`config.mk`:
```
export PLATFORM = sky130hd
export DESIGN_NAME = lphm_rem
export DESIGN_NICKNAME = d
export VERILOG_FILES = /design/src/lphm_pkg.sv /design/src/lphm_rem.sv
export SDC_FILE = /design/constraint.sdc
export NUM_CORES = 1
export LEC_CHECK = 0
export BUFFER_PORTS_ARGS = -buffer_cell sky130_fd_sc_hd__buf_4
export CORE_ASPECT_RATIO = 0.6
export CORE_MARGIN = 4
export CORE_UTILIZATION = 50
export CTS_BUF_LIST = sky130_fd_sc_hd__clkbuf_4 sky130_fd_sc_hd__clkbuf_8
export DETAILED_ROUTE_END_ITERATION = 16
export HOLD_SLACK_MARGIN = 0.15
export PLACE_DENSITY = 0.73
export SETUP_SLACK_MARGIN = 0.2
export SLEW_MARGIN = 10
export SYNTH_ARGS = -nofsm -noshare
export SYNTH_HDL_FRONTEND = slang
export SYNTH_SLANG_ARGS = --single-unit
```
`constraint.sdc`:
```
create_clock -name clk -period 11.3 [get_ports clk]
set_clock_uncertainty 0.1 [all_clocks]
set_input_delay 2.26 -clock clk [delete_from_list [all_inputs] [get_ports clk]]
set_output_delay 2.26 -clock clk [all_outputs]
set_load 0.005 [all_outputs]
```
`src/lphm_pkg.sv`:
```
// ----------------------------------------------------------------------------
// lphm_pkg
// Shared types and constants of the linear probing hash map: transfer
// payloads, status and mode codes, sequencer states and field widths.
// ----------------------------------------------------------------------------
package lphm_pkg;

	// Default sizing of the table
	localparam int CAPACITY_DEF   = 256;
	localparam int KEY_BITS_DEF   = 64;
	localparam int VALUE_BITS_DEF = 32;

	// Fixed field widths of the ports
	localparam int KEY_W   = 64;
	localparam int HASH_W  = 32;
	localparam int VALUE_W = 32;
	localparam int TOTAL_W = 9;
	localparam int CFG_W   = 9;

	// Table size after reset, and the size taken when zero is written
	localparam int SIZE_RESET    = 2;
	localparam int SIZE_ZERO_SUB = 2;

	// Remainder bits resolved per cycle by the hash reduction unit
	localparam int REM_STEP_BITS = 2;

	typedef enum logic {
		MODE_LOOKUP = 1'b0,
		MODE_PUT    = 1'b1
	} mode_t;

	typedef enum logic [2:0] {
		ST_HIT      = 3'd0,
		ST_MISS     = 3'd1,
		ST_INSERTED = 3'd2,
		ST_UPDATED  = 3'd3,
		ST_FULL     = 3'd4
	} status_t;

	typedef struct packed {
		mode_t               mode;
		logic [KEY_W-1:0]    key;
		logic [HASH_W-1:0]   key_hash;
		logic [VALUE_W-1:0]  value_in;
	} item_t;

	typedef struct packed {
		status_t             status;
		logic [VALUE_W-1:0]  value_out;
		logic [TOTAL_W-1:0]  entry_total;
	} result_t;

	typedef enum logic [2:0] {
		S_CLEAR,
		S_IDLE,
		S_HASH,
		S_PROBE,
		S_DONE
	} state_t;

endpackage

```
`src/lphm_rem.sv`:
```
// ----------------------------------------------------------------------------
// lphm_rem
// Iterative remainder unit: reduces the 32-bit key hash modulo the table
// size by restoring division, lphm_pkg::REM_STEP_BITS quotient bits per cycle.
// ----------------------------------------------------------------------------
module lphm_rem #(
	parameter int SIZE_W = 9
) (
	input  logic                        clk,
	input  logic                        arst_n,
	input  logic                        start,
	input  logic [lphm_pkg::HASH_W-1:0] dividend,
	input  logic [SIZE_W-1:0]           divisor,
	output logic                        done,
	output logic [SIZE_W-1:0]           rem
);

	localparam int HW    = lphm_pkg::HASH_W;
	localparam int STEPS = lphm_pkg::HASH_W / lphm_pkg::REM_STEP_BITS;
	localparam int CNT_W = $clog2(STEPS + 1);

	logic              busy_q;
	logic [CNT_W-1:0]  cnt_q;
	logic [HW-1:0]     dvd_q;
	logic [SIZE_W-1:0] rem_q;

	logic [SIZE_W:0]   trial;
	logic [SIZE_W-1:0] rem_n;
	logic [HW-1:0]     dvd_n;

	// Shift in dividend bits, subtract the divisor where it fits
	always_comb begin
		rem_n = rem_q;
		dvd_n = dvd_q;
		trial = '0;
		for (int i = 0; i < lphm_pkg::REM_STEP_BITS; i++) begin
			trial = {rem_n, dvd_n[HW-1]};
			if (trial >= {1'b0, divisor}) begin
				trial = trial - {1'b0, divisor};
			end
			rem_n = trial[SIZE_W-1:0];
			dvd_n = {dvd_n[HW-2:0], 1'b0};
		end
	end

	// Step counter and busy flag
	always_ff @(posedge clk or negedge arst_n) begin
		if (!arst_n) begin
			busy_q <= 1'b0;
			cnt_q  <= '0;
		end else if (start) begin
			busy_q <= 1'b1;
			cnt_q  <= CNT_W'(STEPS);
		end else if (busy_q) begin
			if (cnt_q != '0) begin
				cnt_q <= cnt_q - 1'b1;
			end else begin
				busy_q <= 1'b0;
			end
		end
	end

	// Partial remainder and remaining dividend bits
	always_ff @(posedge clk) begin
		if (start) begin
			dvd_q <= dividend;
			rem_q <= '0;
		end else if (busy_q && cnt_q != '0) begin
			dvd_q <= dvd_n;
			rem_q <= rem_n;
		end
	end

	assign done = busy_q && (cnt_q == '0);
	assign rem  = rem_q;

endmodule

```
==> summary.txt, run 1 <==
Synth
  – Number of flops mapped to enable cells by yosys: 32
  – Post-synthesis register bit count: 47
  – Syn_nets: 322
  – Top cells by area, synth: edfxtp_1 (33%), mux2_2 (12%), ha_1 (8.6%), dfxtp_1 (6.2%), dfrtp_1 (5.2%)
  – Post-synthesis async set-or-reset flop share: 12.8%
  – Synth top area share: 33.0%
  – Cell taking the most area after synthesis: edfxtp_1
  – Count of different cell masters after synthesis: 52
  – Cell area after synthesis: 2910 sq um
  – Post-synthesis sequential area ratio: 44.4%
  – Yosys synthesis warning count: 0
  – Post-Synthesis Cells: 256
  – Synthesized area per cell: 11.4 sq um
  – Main synth FF type: edfxtp_1

Timing
  – RSZ-0062 raised after global routing: no
  – PnR worst setup slack: 5.26 ns
  – Slew Viols, Final: 0
  – Worst slew pin tran: 0.605 ns
  – Part of the cycle the worst path needs: 53.5%
  – Setup_tns: 0 ns
  – Slew headroom: 59.5%
  – Post-layout min period: 6.04 ns
  – Fmax: 0.166 GHz
  – Final hold vios: 0
  – Final setup fails: 0

Power
  – Switching Fraction: 40.4%
  – Internal power: 0.542 mW
  – Switch Pwr: 0.367 mW
  – Combinational share of power: 56.9%
  – Register share of total power: 31.7%
  – Clock power frac: 11.4%
  – Power Dens Cells: 262 nW/um^2
  – Leak: 1.48 nW
  – Peak VDD IR: 0.000103 V

Die
  – # rows: 21
  – Core Region: 5600 sq um
  – # IOs: 54
  – Die width: 106 microns
  – Die Area: 7140 sq um
  – Die H: 67.1 microns
  – Initial Utilization: 52.0%

Final layout
  – Layout fillers: 486
  – Fraction of layout cells with a size suffix above 1: 34.2%
  – # diodes: 0
  – Area growth syn-to-layout: 19.3%
  – Register area: 1290 sq um
  – Area of the multi-input gates: 1520 sq um
  – Layout Nets: 375
  – Non-filler instance count after layout: 390

GRT
  – Global-route wire length before repair: 10100 microns
  – Initial antenna violation count: 0
  – Gr usage total: 18.5%
  – Number of global-route vias before repair: 2093
  – Met3 Use GR: 5.03%
  – Largest net degree at the start of global routing: 48
  – GR Util met2: 25.6%
  – GRT overflow: 0
  – Grt peak-use layer: met1
  – Met1 usage: 27.7%

Clocking
  – CTS Buf Count: 5
  – Root buf cell: clkbuf_8
  – Longest Clk Path Bufs: 2
  – # resized after CTS: 0
  – Htree depth: 2
  – Skew-Pair Late Insertion Delay: 0.29 ns
  – Clock-pin slew on the worst setup and hold paths: 0.08 ns
  – Num Clock Sinks: 47
  – Post-CTS setup buffer count: 0
  – CTS tree: done
  – Cts hold-fix bufs: 0

Run
  – Maxcap violations: 0

Drt
  – Wire length per cell: 16.0 microns
  – DRC viols: 0
  – Routed Antenna Nets: 0
  – Pre-antenna DRT Iters: 4
  – Final wirelength: 6240 microns
  – Via count: 2113
  – DR vias/cell: 5.42
  – DRT iter0 DRCs: 137

Hold path
  – Hold Path Depth: 2
  – HP Class: flop to flop

Worst setup path
  – Worst setup SP type: primary input
  – WP data required: 11.36 ns
  – Largest fanout on the critical path: 15
  – Crit path DAT: 6.10 ns
  – R2R depth: 16
  – CP max-delay cell: fa_1
  – CP Cell Sequence: buf_4 > ha_1 > inv_1 > fa_1 > a211oi_2 > o211ai_1 > a21oi_4 > mux2_2 > ha_1 > nand3_1 > a21oi_1 > o31ai_1 > o211ai_2 > or2_0 > o211ai_1 > a21oi_1
  – WS Path Type: primary input to flop
  – CP Capture Type: flop
  – Max stage delay on crit path: 0.42 ns

Place
  – Post-DP HPWL: 4740 microns
  – Port Buf Inserts: 53
  – Final GP Congestion: 0.873
  – Dpl cells: 382
  – Worst slack, placed: 5.01 ns

Status
  – Status: finished clean
==> synthesized netlist by cell type (4+ instances only) <==
cell      count
dfxtp_1       9
a311oi_2      4
clkbuf_1      4
ha_1         20
o211ai_1      5
nor2b_1       4
a211oi_1      5
xnor2_1       9
o21ai_1       5
dfrtp_1       6
xor2_1        4
nand2_1      18
a21oi_1       7
inv_1        14
edfxtp_1     32
nor2_1       18
o21a_1        5
mux2_2       31
==> cells by family (layout without fill, tap and decap cells) <==
logic type / Yosys count / count (layout) / synth area share [%]
fa+ha+maj: 22 / 22 / 9.98
buf+inv: 24 / 78 / 3.44
xor+xnor: 13 / 13 / 3.92
mux: 34 / 34 / 13.0
flops: 47 / 47 / 44.4
simple gates: 62 / 62 / 10.3
compound gates: 54 / 54 / 14.9
==> critical path, delay by kind of cell <==
kind	cells	cell delay, ns
AOI/OAI and AO/OA	8	1.89
adders and majority gates	3	0.93
buffers and inverters	2	0.15
muxes	1	0.40
and+or+nand+nor	2	0.47
==> flip-flops by register name, summed over array words and instances, names as in the netlist <==
signal / count
dvd_q: 32
rem: 9
cnt_q: 5
busy_q: 1
==> stage by stage <==
step	total power [mW]	util (%)	area [sq um]	hold slack, ns
floorplan	0.683	-	2910	0.377
global placement	0.790	60.4	3380	0.405
detailed placement	0.801	60.4	3380	0.411
CTS	0.908	62.0	3470	0.425
global route	0.984	62.0	3470	0.475
finish	0.909	62.0	3470	0.424
==> metal layers <==
metal	up-vias	routed length, microns	share of wire [%]
met3	14	396	6.4
met1	984	3210	52
met5	-	0	0
met4	0	90	1.4
met2	63	2540	41
li1	1052	-	-
==> layout make-up <==
class / instances / share of cell area, %
tap: 80 / 2.88
clock buffer: 8 / 2.63
inverter: 15 / 1.66
multi-input combinational: 185 / 43.7
timing repair buffer: 55 / 11.9
sequential: 47 / 37.2
==> power groups by stage <==
stage | combinational, mW | sequential (mW) | clock, mW
3_3_place_gp | 0.500 | 0.290 | 0
4_1_cts | 0.513 | 0.288 | 0.106
6_report | 0.517 | 0.288 | 0.104
3_5_place_dp | 0.510 | 0.292 | 0
5_1_grt | 0.576 | 0.294 | 0.114
2_1_floorplan | 0.401 | 0.282 | 0
==> path summary, 6_finish.rpt <==
| check | startpoint | endpoint | slack (ns) |
|---|---|---|---|
| setup / recovery | divisor[0] | rem[1]$_SDFFE_PP0P_ | 5.26 |
| hold / removal | rem[1]$_SDFFE_PP0P_ | rem[1]$_SDFFE_PP0P_ | 0.42 |
| setup reg to reg | dvd_q[31]$_DFFE_PP_ | rem[1]$_SDFFE_PP0P_ | 6.86 |
| hold reg to reg | rem[1]$_SDFFE_PP0P_ | rem[1]$_SDFFE_PP0P_ | 0.42 |
| max in group asynchronous | arst_n | cnt_q[4]$_DFFE_PN0P_ | 9.32 |
| min in group asynchronous | arst_n | cnt_q[0]$_DFFE_PN0P_ | 1.66 |
==> placed cells by master, fill, tap and decap left out, types with 6 or more instances in the layout <==
master,netlist,layout
buf_4,2,55
edfxtp_1,32,32
mux2_2,31,31
ha_1,20,20
nand2_1,18,18
nor2_1,18,18
inv_1,14,14
xnor2_1,9,9
dfxtp_1,9,9
a21oi_1,7,7
dfrtp_1,6,6
No activity file was read; power rests on OpenSTA's default activity.
==> run 2: changes to the inputs <==
- clock period: 11.3 -> 6 ns (I/O delays scaled with it)
==> run 2 against run 1 <==
Net effect: first-iteration DRC count grew 5.8%; via count grew 1.3%; routed wire length grew 2.5%; non-clock buffer count is the same; largest cell class unchanged; largest power group unchanged.
==> summary.txt, run 2 (synthesis gave the netlist of run 1 again) <==
Power
  – Switch Pwr: 0.707 mW
  – Combinational share of power: 56.1%
  – Switching Fraction: 40.3%
  – Tot Pwr: 1.75 mW
  – Leak: 1.48 nW
  – Power Dens Cells: 503 nW/um^2
  – Clock power frac: 13.0%
  – Register share of total power: 30.9%
  – Internal power: 1.05 mW
  – Peak VDD IR: 0.000218 V

Drt
  – Via count: 2140
  – Routed Antenna Nets: 0
  – Pre-antenna DRT Iters: 5
  – Wire length per cell: 16.4 microns
  – DR vias/cell: 5.49
  – Final wirelength: 6400 microns
  – DRT iter0 DRCs: 145
  – DRC viols: 0

Timing
  – Post-layout min period: 4.95 ns
  – Slew headroom: 61.5%
  – Final hold vios: 0
  – RSZ-0062 raised after global routing: no
  – PnR worst setup slack: 1.05 ns
  – Part of the cycle the worst path needs: 82.6%
  – Setup_tns: 0 ns
  – Final setup fails: 0
  – Worst slew pin tran: 0.575 ns
  – Fmax: 0.202 GHz
  – Hold slack final: 0.429 ns
  – Slew Viols, Final: 0

Worst setup path
  – Largest fanout on the critical path: 15
  – CP Capture Type: flop
  – WP data required: 6.11 ns
  – Worst setup SP type: primary input
  – Crit path DAT: 5.06 ns
  – WS Path Type: primary input to flop

Die
  – # rows: 21
  – Initial Utilization: 52.0%
  – Die Area: 7140 sq um
  – Core Region: 5600 sq um
  – # IOs: 54
  – Die H: 67.1 microns
  – Die width: 106 microns

Place
  – Port Buf Inserts: 53
  – DP Area: 3380 sq um
  – Worst slack, placed: 0.785 ns
  – Final GP Congestion: 0.874
  – Dpl cells: 382
  – Post-DP HPWL: 4840 microns

GRT
  – Initial antenna violation count: 0
  – GRT overflow: 0
  – Global-route wire length before repair: 10100 microns
  – Largest net degree at the start of global routing: 48
  – Gr usage total: 18.3%
  – Number of global-route vias before repair: 2095

Final layout
  – Fraction of layout cells with a size suffix above 1: 33.9%
  – Fin area: 3490 sq um
  – Layout Nets: 375
  – Biggest register: dvd_q
  – Area growth syn-to-layout: 19.9%
  – Final core area utilization: 62.3%
  – Non-filler instance count after layout: 390
  – # diodes: 0
  – Max reg flops: 32
  – Most frequent cells in the layout: buf_4 (55), edfxtp_1 (32), mux2_2 (31), ha_1 (20)
  – Commonest non-fill, non-tap cell in the layout: buf_4

Clocking
  – CTS Buf Count: 5
  – Cts hold-fix bufs: 0
  – # resized after CTS: 0
  – Skew-Pair Late Insertion Delay: 0.30 ns
  – CTS tree: done
  – Num Clock Sinks: 47
  – Post-CTS setup buffer count: 0
  – Longest Clk Path Bufs: 2
  – Clock-pin slew on the worst setup and hold paths: 0.08 ns
  – Htree depth: 2
  – Root buf cell: clkbuf_8

Status
  – Status: finished clean

Hold path
  – HP Class: flop to flop

Run
  – Maxcap violations: 0
==> run 2: area by class of cell <==
type	instances	area (sq um)
Inverter	15	57.6
Clock buffer	5	68.8
Tap cell	80	100
Fill cell	482	2110
Timing Repair Buffer	55	413
Sequential cell	47	1290
Clock inverter	3	38.8
Multi-Input combinational cell	185	1520
==> run 2: critical path, cell delays in order <==
cell and delay (ns):
buf_4 0.09, ha_1 0.16, inv_1 0.06, fa_1 0.42, a211oi_2 0.25, o211ai_1 0.22
a21oi_4 0.40, mux2_2 0.40, ha_1 0.21, a21oi_1 0.28, a21oi_1 0.13, o31ai_1 0.36
o211ai_2 0.34, clkinv_2 0.20, o211ai_1 0.12, a211oi_1 0.22
==> run 2: power by group through the flow <==
stage | clock network, mW | registers (mW) | logic [mW]
final | 0.229 | 0.542 | 0.984
after global routing | 0.247 | 0.554 | 1.08
after CTS | 0.232 | 0.543 | 0.975
after detailed placement | 0 | 0.549 | 0.965
after global placement | 0 | 0.547 | 0.942
after floorplan | 0 | 0.531 | 0.755
==> run 2: layer usage <==
metal  routed length (microns)  global-route usage, %  vias up
met5                         0                      0        -
met4                        25                   3.99        0
met3                       421                   5.42        4
met2                      2750                   27.2       64
met1                      3200                   26.2     1020
li1                          -                      -     1052
==> run 2: final timing paths <==
path / from / endpoint / slack, ns / cells after the start
setup / recovery: divisor[0] / rem[8]$_SDFFE_PP0P_ / 1.05 / 16
hold / removal: rem[1]$_SDFFE_PP0P_ / rem[1]$_SDFFE_PP0P_ / 0.43 / 2
setup reg to reg: dvd_q[31]$_DFFE_PP_ / rem[8]$_SDFFE_PP0P_ / 1.59 / 16
hold reg to reg: rem[1]$_SDFFE_PP0P_ / rem[1]$_SDFFE_PP0P_ / 0.43 / 2
max in group asynchronous: arst_n / cnt_q[2]$_DFFE_PN0P_ / 5.09 / 1
min in group asynchronous: arst_n / busy_q$_DFF_PN0_ / 0.59 / 1
